$ cat src/rtl/core/sst_pkg.sv
// ----------------------------------------------------------------------------
// Sorted set table package
// Shared types and constants for the sorted set table and its cell chain.
// ----------------------------------------------------------------------------
package sst_pkg;

    localparam int OP_W     = 4;
    localparam int KEY_IN_W = 32;
    localparam int VALUE_W  = 32;
    localparam int STATUS_W = 2;
    localparam int COUNT_W  = 7;

    localparam logic [STATUS_W-1:0] STATUS_OK     = 2'd0;
    localparam logic [STATUS_W-1:0] STATUS_ABSENT = 2'd1;
    localparam logic [STATUS_W-1:0] STATUS_DUP    = 2'd2;
    localparam logic [STATUS_W-1:0] STATUS_FULL   = 2'd3;

    typedef enum logic [OP_W-1:0] {
        OP_INSERT   = 4'd0,
        OP_REMOVE   = 4'd1,
        OP_EXISTS   = 4'd2,
        OP_MIN      = 4'd3,
        OP_MAX      = 4'd4,
        OP_POP_MIN  = 4'd5,
        OP_POP_MAX  = 4'd6,
        OP_PRED     = 4'd7,
        OP_SUCC     = 4'd8,
        OP_POP_PRED = 4'd9,
        OP_POP_SUCC = 4'd10,
        OP_CLEAR    = 4'd11
    } op_t;

    typedef enum logic [1:0] {
        ST_IDLE,
        ST_CMP,
        ST_SEL,
        ST_WRITE
    } state_t;

    typedef struct packed {
        logic [OP_W-1:0]     operation;
        logic [KEY_IN_W-1:0] key;
    } req_t;

    typedef struct packed {
        logic [VALUE_W-1:0]  value;
        logic [STATUS_W-1:0] status;
        logic [COUNT_W-1:0]  count;
    } rsp_t;

    typedef struct packed {
        logic occ;
        logic lt;
        logic le;
        logic eq;
    } cell_flags_t;

    typedef struct packed {
        logic            cmp_en;
        logic            write_en;
        logic [OP_W-1:0] op;
    } cell_ctrl_t;

endpackage

$ cat src/rtl/core/sst_cell.sv
// ----------------------------------------------------------------------------
// Sorted set table cell
// One slot of the sorted chain: holds a key, compares it with the search key,
// flags itself as the hit for the current request and shifts keys to or from
// its neighbors when an entry is inserted or removed.
// ----------------------------------------------------------------------------
module sst_cell #(
    parameter int KEY_WIDTH = 32,
    parameter int CNT_W     = 7,
    parameter int INDEX     = 0
) (
    input  logic                  clk,
    input  sst_pkg::cell_ctrl_t   ctrl,
    input  logic [KEY_WIDTH-1:0]  search_key,
    input  logic [CNT_W-1:0]      count,
    input  sst_pkg::cell_flags_t  prev_flags,
    input  sst_pkg::cell_flags_t  next_flags,
    input  logic [KEY_WIDTH-1:0]  prev_key,
    input  logic [KEY_WIDTH-1:0]  next_key,
    output logic [KEY_WIDTH-1:0]  key,
    output sst_pkg::cell_flags_t  flags,
    output logic                  hit,
    output logic [KEY_WIDTH-1:0]  hit_key
);

    logic [KEY_WIDTH-1:0] key_reg;
    logic [KEY_WIDTH-1:0] key_next;
    sst_pkg::cell_flags_t flags_reg;
    sst_pkg::cell_flags_t flags_next;
    logic                 occ_now;

    always_comb
    begin
        occ_now    = CNT_W'(INDEX) < count;
        flags_next = flags_reg;
        if (ctrl.cmp_en)
        begin
            flags_next.occ = occ_now;
            flags_next.lt  = occ_now && (key_reg < search_key);
            flags_next.le  = occ_now && (key_reg <= search_key);
            flags_next.eq  = occ_now && (key_reg == search_key);
        end
    end

    always_comb
    begin
        case (ctrl.op)
            sst_pkg::OP_INSERT,
            sst_pkg::OP_REMOVE,
            sst_pkg::OP_EXISTS:
                hit = flags_reg.eq;
            sst_pkg::OP_MIN,
            sst_pkg::OP_POP_MIN:
                hit = (INDEX == 0) && flags_reg.occ;
            sst_pkg::OP_MAX,
            sst_pkg::OP_POP_MAX:
                hit = flags_reg.occ && !next_flags.occ;
            sst_pkg::OP_PRED,
            sst_pkg::OP_POP_PRED:
                hit = flags_reg.lt && !next_flags.lt;
            sst_pkg::OP_SUCC,
            sst_pkg::OP_POP_SUCC:
                hit = flags_reg.occ && !flags_reg.le && prev_flags.le;
            default:
                hit = 1'b0;
        endcase
    end

    always_comb
    begin
        key_next = key_reg;
        if (ctrl.write_en)
        begin
            case (ctrl.op)
                sst_pkg::OP_INSERT:
                    if (!flags_reg.lt)
                    begin
                        key_next = prev_flags.lt ? search_key : prev_key;
                    end
                sst_pkg::OP_REMOVE:
                    if (!flags_reg.lt)
                    begin
                        key_next = next_key;
                    end
                sst_pkg::OP_POP_MIN:
                    key_next = next_key;
                sst_pkg::OP_POP_PRED:
                    if (!next_flags.lt)
                    begin
                        key_next = next_key;
                    end
                sst_pkg::OP_POP_SUCC:
                    if (!flags_reg.le)
                    begin
                        key_next = next_key;
                    end
                default:
                    key_next = key_reg;
            endcase
        end
    end

    always_ff @(posedge clk)
    begin
        key_reg   <= key_next;
        flags_reg <= flags_next;
    end

    assign key     = key_reg;
    assign flags   = flags_reg;
    assign hit_key = hit ? key_reg : '0;

endmodule

$ cat config.mk
export PLATFORM = sky130hd
export DESIGN_NAME = sst_cell
export DESIGN_NICKNAME = d
export VERILOG_FILES = /design/src/rtl/core/sst_pkg.sv /design/src/rtl/core/sst_cell.sv
export SDC_FILE = /design/constraint.sdc
export NUM_CORES = 1
export LEC_CHECK = 0
export BUFFER_PORTS_ARGS = -buffer_cell sky130_fd_sc_hd__buf_2
export CAP_MARGIN = 10
export CORE_ASPECT_RATIO = 1.4
export CORE_MARGIN = 5
export CORE_UTILIZATION = 34
export CTS_CLUSTER_DIAMETER = 150
export DETAILED_ROUTE_END_ITERATION = 12
export HOLD_SLACK_MARGIN = 0.03
export PLACE_DENSITY_LB_ADDON = 0.15
export SLEW_MARGIN = 20
export SYNTH_ARGS = -nofsm -noshare
export SYNTH_HDL_FRONTEND = slang
export SYNTH_SLANG_ARGS = --single-unit
$ cat constraint.sdc
create_clock -name clk -period 3.1 [get_ports clk]
set_clock_uncertainty 0.05 [all_clocks]
set_input_delay 0.62 -clock clk [delete_from_list [all_inputs] [get_ports clk]]
set_output_delay 0.62 -clock clk [all_outputs]
set_load 0.01 [all_outputs]
# ---- Word-level counts from Yosys, hierarchy flattened
# Index checks and enable logic that the tools add are counted.
dict set report op_classes {
  n_lt_le_gt_ge 3
  eq_ne 15
  muxes 8
  reduce_logical 18
}
# op n
set op_table {}
lappend op_table {{$mux W32} 6}
lappend op_table {{$pmux W32 S5} 1}
lappend op_table {{$eq A32 B32 Y1} 1}
lappend op_table {{$le A32 B32 Y1} 1}
lappend op_table {{$lt A32 B32 Y1} 1}
lappend op_table {{$eq A4 B3 Y1 const B} 4}
lappend op_table {{$eq A4 B4 Y1 const B} 3}
lappend op_table {{$eq A4 B2 Y1 const B} 2}
lappend op_table {{$ne A2 B2 Y1 const B} 4}
lappend op_table {{$reduce_or A2 Y1} 4}
lappend op_table {{$logic_and A1 B1 Y1} 7}
lappend op_table {{$lt A1 B7 Y1 const A} 1}
lappend op_table {{$reduce_and A6 Y1} 1}
lappend op_table {{$pmux W1 S5} 1}
lappend op_table {{$reduce_bool A5 Y1} 1}
lappend op_table {{$eq A4 B1 Y1 const B} 1}
lappend op_table {{$logic_not A4 Y1} 1}
lappend op_table {{$logic_not A1 Y1} 3}
lappend op_table {{$reduce_or A3 Y1} 1}
dict set report word_totals {
  reg_bits 36
  input_bits 118
  out_inout_bits 69
  word_cells 49
}

# ---- Logic depth before layout (Yosys ltp)
# Gate-level depths: netlist (run 1).
dict set report logic_depth {
  depth_word 5
  ltp_mapped 7
  depth_no_buf 7
}

# ---- Worst setup path after synthesis (run 1)
# OpenSTA, ideal clock, no wires.
dict set report synth_timing {
  kind {input-to-output}
  startpoint {input ctrl[1] in the netlist's numbering}
  endpoint {output hit_key[10]}
  arrival_time_ns 1.980
  required_ns 2.430
  slack_ns 0.450
  cell_stages 6
  n_path_buf 2
  path_cell_list {buf_4 > nand2_1 > mux2_1 > a222oi_1 > buf_2 > nor2b_1}
}
dict set report synth_between {
  elab_chain_cells 4
  elab_cells_between_ends 18
  cone_classes {eq/ne (10); mux (2); reduce/logical (6)}
}
# item line_no
set synth_lines {}
lappend synth_lines {{start: declaration} sst_cell.sv:13} ;# input sst_pkg::cell_ctrl_t ctrl,
lappend synth_lines {{$eq A4 B1 Y1, or another cell as far along} sst_cell.sv:47} ;# case (ctrl.op)
lappend synth_lines {{$reduce_or A3 Y1 / $reduce_or A2 Y1 (equally long branches)} sst_cell.sv:47}
lappend synth_lines {{$pmux W1 S5 (*)} sst_cell.sv:47}
lappend synth_lines {{$mux W32 (*)} sst_cell.sv:111} ;# assign hit_key = hit ? key_reg : '0;
lappend synth_lines {{end: declaration} sst_cell.sv:23} ;# output logic [KEY_WIDTH-1:0] hit_key
# Mark *: on every way between the ends. The rest lies on a longest branch, timed or not.

# ---- Worst setup path in the final report (run 1)
dict set report layout_timing {
  startpoint {input ctrl[0] in the netlist's numbering}
  endpoint {output hit_key[2]}
}
# The elaborated chain is that of the path after synthesis.

==> results.txt, run 1 <==
----------------------------------------------------
[Die]
  Starting utilization of the core area ... about a third
  Area inside the core boundary ... between 8000 and 9000 um2
  I/O pin count ... about 190
  Die outline width ... between 80 and 90 um
  FP Rows ... 40
  Die area ... roughly 11000 um2
  Die height ... ~120 um

[Power and ir drop]
  Post-route total power ... roughly 0.0014 W
  Clock Power Share ... approximately a third
  Worst supply voltage drop on vdd ... roughly 0.21 mV
  Sequential Power Share ... 41.1%
  Portion of total power attributed to combinational logic ... 26.0%
  Internal power ... between 0.001 and 0.0015 W
  Switching share of power ... a little over a quarter
  Cell leakage power ... 2.125 nW
  Power dissipated by switching net loads ... roughly 0.0004 W
  Power density over the cells ... roughly 350 nW/um2

[Global route]
  Maximum number of pins on one net before global-route repair ... 35
  Global route total overflow ... 0
  Global routing usage summed across all routing layers ... around 16%
  Number of antenna violations at the first check in global routing ... 0
  First-pass GRT wire length ... roughly 14000 um
  Via count of the first global-routing pass ... 2963

[Layout]
  Area growth from synthesis to layout ... 41.33%
  Sequential cell area ... around 1100 um2
  Net count reported at finish ... about 660
  Filler cell count ... 864
  Max reg flops ... 32
  Ant. Diodes ... 0
  Post-route design area ... around 4100 um2
  Fraction of layout cells with a size suffix above 1 ... 38.74%
  Count of non-filler cells in the finished layout ... about 610
  Total area of multi-input combinational cells ... 1664 um2

[Clocking]
  Number of hold buffers added after cts ... 0
  Clk sink count ... 36
  Max Buffers Root-to-Sink ... 2
  Clk slew on worst S/H paths ... around 0.05 ns
  Worst-skew pair later-pin latency ... roughly 0.27 ns
  Number of buffers created by CTS ... 5
  Cell chosen for the clock root ... clkbuf_16
  CTS tree ... done
  CTS H-tree depth ... 2

[Placed design]
  Post-place setup slack ... 0.09152 ns
  Dpl cells ... 603
  Sum of net half-perimeters after detailed placement ... ~7300 um
  Post-Place Cell Area ... 3989 um2
  IO Port Bufs ... ~180
  Gp weighted congestion ... a little over 0.8

[Worst setup path]
  Max FO, Critical Path ... 13
  Crit path buf inv count ... 3
  Worst EP required ... roughly 2.4 ns
  Cell breakdown of the critical path ... buf_2, nand2_1, mux2_1, a222oi_1, buf_4, and2b_1, buf_2
  Cell type with the highest occurrence count on the critical path ... buf_2
  Largest delay share family, worst path ... buffers and inverters
  Path type of the worst setup path ... in2out
  Slowest library cell on the worst path ... a222oi_1
  Arrival @ worst endpoint ... ~2.2 ns
  Max incr delay on CP ... roughly 0.37 ns
  Element type at the critical path end ... primary output
  Worst Setup Start Kind ... input pin

[Yosys]
  Synthesis Warnings ... 0
  Synthesized area per cell ... 9.017 um2
  Adder and majority cell fraction of the synthesized area ... a little over an eighth
  Flip-flop and latch count after synthesis ... 36
  Number of distinct library cell variants in the gate-level netlist after synthesis ... 36
  Cells after Synth ... 324
  Xor/xnor cell area share of the yosys netlist ... 0%
  Post-synthesis cell area ... 2922 um2
  Primary FF master, synth ... edfxtp_1
  Complex-gate fraction of the synthesized area ... about an eighth
  Post-synth EDFFs ... 36
  Fraction of synthesis flops using an asynchronous set or reset pin ... 0%
  Share of synthesized area occupied by flip-flops and latches ... a little under two fifths
  Simple logic cell fraction of the synthesized area ... a little under a fifth
  Syn nets ... between 400 and 500
  Portion of netlist area occupied by mux cells ... 11.35%
  Main combinational cell family by area after synthesis ... simple AND/OR/NAND/NOR gates

[Routing]
  Violation count after the first detailed-route iteration ... between 100 and 150
  Routed Wire Length ... about 8800 um
  Detail-routed net length per standard cell ... about 14 um
  Via total after detailed routing ... between 2000 and 3000
  Remaining DRCs ... 0
  Antenna Nets Post-Route ... 0
  Vias/cell ... approximately 4.8
  DR pass1 iterations ... 4

[Job]
  Maxcap violations ... 0

[Timing]
  Setup ws final ... 0.2089 ns
  Number of max-slew violations in the final report ... 0
  Max Fclk ... 0.3459 GHz
  Final-report hold violation count ... 0
  Number of setup violations in the final report ... 0
  Unrepaired setup endpoints after global routing ... false
  Summed negative setup slack over all endpoints ... 0 ns
  Max-slew headroom at the worst pin ... ~69%
  Transition at the pin with the smallest max-transition slack ... between 0.4 and 0.5 ns
  Fin crit period ... between 2 and 3 ns
  Portion of the clock cycle consumed by the worst path in the final layout ... approximately 93%

[Run status]
  Result of the run ... completed

[Min path]
  Class of the worst hold path ... in2reg

----------------------------------------------------
-- stage by stage --
stage | util (%) | hold WS (ns)
final | 48.53 | 0.5580
after global routing | 48.53 | 0.5548
after CTS | 48.49 | 0.5495
after detailed placement | 46.88 | 0.8334
after global placement | 46.88 | 0.8325
after floorplan | - | 0.6825
-- what timing repair did --
action | in CTS | in global routing
resized for setup | 0 | 1
hold endpoints to repair | 0 | 0
setup buffers | 0 | 0
setup endpoints to repair | 0 | 19
-- kinds of logic after synthesis --
| logic type | after synthesis |
|---|---|
| adder cells (fa/ha/maj) | 32 |
| multiplexers | 33 |
| AO/OA/AOI/OAI | 65 |
| flip-flops | 36 |
| AND/OR/NAND/NOR | 110 |
| buffers and inverters | 48 |
-- worst reg2reg max path, cell delays in order (launching register included) --
cell and delay [ns]:
edfxtp_1 0.42, ha_1 0.33, nand4_1 0.16, nor4_1 0.46
o21ai_0 0.19, a31oi_1 0.28, o21bai_1 0.09
-- Yosys cell counts, types with 2 or more instances --
library cell  instances  share of area [%]
inv_1                33                4.2
a31oi_1               2               0.43
nand3_1               3               0.51
nand2b_1              2               0.43
buf_2                 3               0.51
a21oi_1              11                1.9
a21o_1                2               0.51
nand4_1               5                1.1
mux2i_1              32                 11
and2b_1               2               0.51
buf_4                 2               0.51
nor2b_1              32                6.9
nor2_1                9                1.2
o21ai_0              38                6.5
clkbuf_1             10                1.3
edfxtp_1             36                 37
ha_1                 32                 14
nor4_1                3               0.64
nand2_1              50                6.4
-- path summary, 6_finish.rpt --
kind	cells past startpoint	to	start	slack, ns
setup / recovery	7	hit_key[2]	ctrl[0]	0.21
hold / removal	1	flags[2]	ctrl[5]	0.56
setup reg to reg	6	flags[1]	key[13]	0.86
hold reg to reg	4	flags[2]	key[31]	0.87
-- cell type report --
type / count / share of cell area [%]
timing repair buffer: 189 / 24.03
clock inverter: 1 / 0.09091
multi-input combinational: 240 / 40.30
sequential: 36 / 26.18
clock buffer: 7 / 3.212
tap: 105 / 3.182
inverter: 33 / 3.000
-- power groups by stage --
stage                     Sequential (W)  Combinational (W)  Clock (W)
final                           0.000590           0.000373   0.000473
after global routing            0.000593           0.000422   0.000513
after detailed placement        0.000600           0.000378          0
after floorplan                 0.000607           0.000191          0
after CTS                       0.000590           0.000381   0.000492
after global placement          0.000599           0.000370          0
-- routing by layer --
metal	vias up	routed length [um]	global-route usage (%)
met1	1311	3371	18.54
met4	0	65	3.403
met3	4	686	2.404
li1	1502	-	-
met5	-	0	0
met2	117	4653	30.48
-- cell usage in the layout, fill, tap and decap left out, drive strengths merged, types with 3 or more instances in the layout --
cell / instances
nor2: 9
nand3: 3
nor4: 3
inv: 33
nand2: 50
clkbuf: 7
nand4: 5
ha: 32
mux2i: 32
edfxtp: 36
nor2b: 32
a21oi: 11
o21ai: 38
buf: 189
Note: power is estimated with default switching activity, not from simulation.
==> run 2: changes to the inputs <==
- CELL_PAD_IN_SITES_DETAIL_PLACEMENT: unset -> 1
- CELL_PAD_IN_SITES_GLOBAL_PLACEMENT: unset -> 1
- CORE_UTILIZATION: 34 -> 30
==> run 2 against run 1 <==
Die area up 12%. Via count up 2.4%. Sequential share of layout area down 0.14 points. Critical path type unchanged. Largest cell class unchanged. Critical endpoint unchanged. Global-route usage up 0.32 points.
==> results.txt, run 2 (synthesis results as in run 1) <==
----------------------------------------------------
[Run status]
  Result of the run ... completed

[Routing]
  Detail-routed net length per standard cell ... about 15 um
  DR pass1 iterations ... 4
  Antenna Nets Post-Route ... 0
  Routed Wire Length ... slightly below 10000 um
  Remaining DRCs ... 0
  Violation count after the first detailed-route iteration ... between 50 and 60
  Via total after detailed routing ... roughly 3000
  Vias/cell ... about 4.7

[Global route]
  Met1 Use GR ... between 10% and 20%
  Maximum number of pins on one net before global-route repair ... 37
  Met3 routing resource usage after global routing ... about 3.5%
  Global route total overflow ... 0
  Global routing usage summed across all routing layers ... between 10% and 20%
  Most Used Layer, Global Route ... met2
  Via count of the first global-routing pass ... about 3300
  First-pass GRT wire length ... roughly 15000 um
  M2 GR Usage ... a little under a third
  Number of antenna violations at the first check in global routing ... 0

[Die]
  FP Rows ... 42
  I/O pin count ... 187
  Die area ... 11840 um2
  Area inside the core boundary ... ~9500 um2
  Die outline width ... approximately 93 um
  Die height ... between 100 and 150 um
  Starting utilization of the core area ... 30.72%

[Timing]
  Transition at the pin with the smallest max-transition slack ... about 0.57 ns
  Fin crit period ... about 3 ns
  Number of setup violations in the final report ... 0
  Max-slew headroom at the worst pin ... 62.08%
  Portion of the clock cycle consumed by the worst path in the final layout ... ~94%
  Max Fclk ... ~0.34 GHz
  Summed negative setup slack over all endpoints ... 0 ns
  Number of max-slew violations in the final report ... 0
  Final-report hold violation count ... 0
  Unrepaired setup endpoints after global routing ... false

[Layout]
  Most frequent standard cell in the layout excluding fill and tap cells ... buf_2
  Ant. Diodes ... 0
  Leading cell types in the layout, fill and taps excluded ... buf_2 (182), nand2_1 (50), o21ai_0 (38)
  Max reg flops ... 32
  Net count reported at finish ... about 650
  Area growth from synthesis to layout ... 42.10%
  Fraction of layout cells with a size suffix above 1 ... 38.61%
  Final core occ ... 43.65%

[Clocking]
  CTS tree ... done
  Post-CTS sizing ... 0
  CTS H-tree depth ... 2
  # Post-CTS Setup Buffers ... 0
  Clk sink count ... 36
  Cell chosen for the clock root ... clkbuf_16
  Clk slew on worst S/H paths ... 0.05 ns
  Number of hold buffers added after cts ... 0
  Number of buffers created by CTS ... 5
  Max Buffers Root-to-Sink ... 2
  Worst-skew pair later-pin latency ... roughly 0.28 ns

[Min path]
  Cell depth of the worst hold path ... 1
  Launch instance of the worst min-delay path ... ctrl[5]
  Class of the worst hold path ... in2reg
  Endpoint with the worst hold slack ... flags[1]

[Worst setup path]
  Arrival @ worst endpoint ... about 2.3 ns
  Worst Setup Start Kind ... input pin
  Worst EP required ... ~2.4 ns
  Cell breakdown of the critical path ... buf_2, nand2_1, mux2_1, a222oi_1, buf_4, and2b_1, buf_2
  Largest delay share family, worst path ... buffers and inverters
  Startpoint of the lowest-slack register-to-register path ... key[30]
  Crit path buf inv count ... 3
  Cell type with the highest occurrence count on the critical path ... buf_2
  Element type at the critical path end ... primary output
  Max FO, Critical Path ... 14
  Slowest library cell on the worst path ... a222oi_1
  Path type of the worst setup path ... in2out
  Max incr delay on CP ... roughly 0.40 ns
  Worst Reg-to-Reg Cells ... 6
  Setup slack on the worst flop-to-flop path ... between 0.8 and 0.9 ns
  R2R Path End ... flags[1]

[Power and ir drop]
  Worst supply voltage drop on vdd ... about 0.16 mV
  Post-route total power ... ~0.0015 W
  Power density over the cells ... 349.3 nW/um2
  Cell leakage power ... roughly 2.1 nW

[Job]
  Maxcap violations ... 0

[Placed design]
  Sum of net half-perimeters after detailed placement ... about 8300 um
  Gp weighted congestion ... ~0.77
  IO Port Bufs ... 182

----------------------------------------------------
-- run 2: cell types whose count changed in the layout (fill, tap and decap cells not counted) --
cell   change
buf_6      -1
-- run 2: layout make-up --
class                           instances  area [um2]
Clock inverter                          1       3.754
Inverter                               33       123.9
Multi-Input combinational cell        240        1664
Timing Repair Buffer                  188       980.9
Sequential cell                        36        1081
Tap cell                              132       165.2
Fill cell                            1215        5360
Clock buffer                            7       132.6
-- run 2: worst max path at each step --
stage | from | end | slack (ns) | cells past startpoint
final | ctrl[0] | hit_key[2] | 0.18 | 7
after global routing | ctrl[0] | hit_key[1] | 0.03 | 7
after CTS | ctrl[0] | hit_key[1] | 0.12 | 7
after detailed placement | ctrl[0] | hit_key[2] | 0.13 | 7
after global placement | ctrl[0] | hit_key[1] | 0.17 | 7
after floorplan | ctrl[1] | hit_key[10] | 0.45 | 6
-- run 2: power by group --
part | switching [W] | total, W | leakage, nW | internal [W]
clock network | 0.000191 | 0.000487 | 0.0655 | 0.000296
registers | 0.0000169 | 0.000590 | 0.335 | 0.000573
logic | 0.000197 | 0.000373 | 1.72 | 0.000177
total | 0.000405 | 0.00145 | 2.12 | 0.00105
-- run 2: per-layer routing --
metal	vias to the layer above	share of wire (%)	wire length [um]
met2	101	54	5276
li1	1495	-	-
met5	-	0	0
met3	4	6.5	634
met4	0	0.49	48
met1	1404	39	3856
-- run 2: worst register-to-register path: cells and delay by family, from the launching register on --
family                   cells  cell delay [ns]
flip-flops                   1             0.41
AND/OR/NAND/NOR              3             0.85
AO/OA/AOI/OAI                2             0.36
adder cells (fa/ha/maj)      1             0.34
-- run 2: metrics by stage --
stage	area, um2	std cells	hold slack, ns	setup WS (ns)
floorplan	2922	324	0.6825	0.4496
global placement	4015	629	0.8316	0.1740
detailed placement	4015	629	0.8489	0.1349
CTS	4151	637	0.5602	0.1246
global route	4151	637	0.5593	0.03094
finish	4151	637	0.5625	0.1761
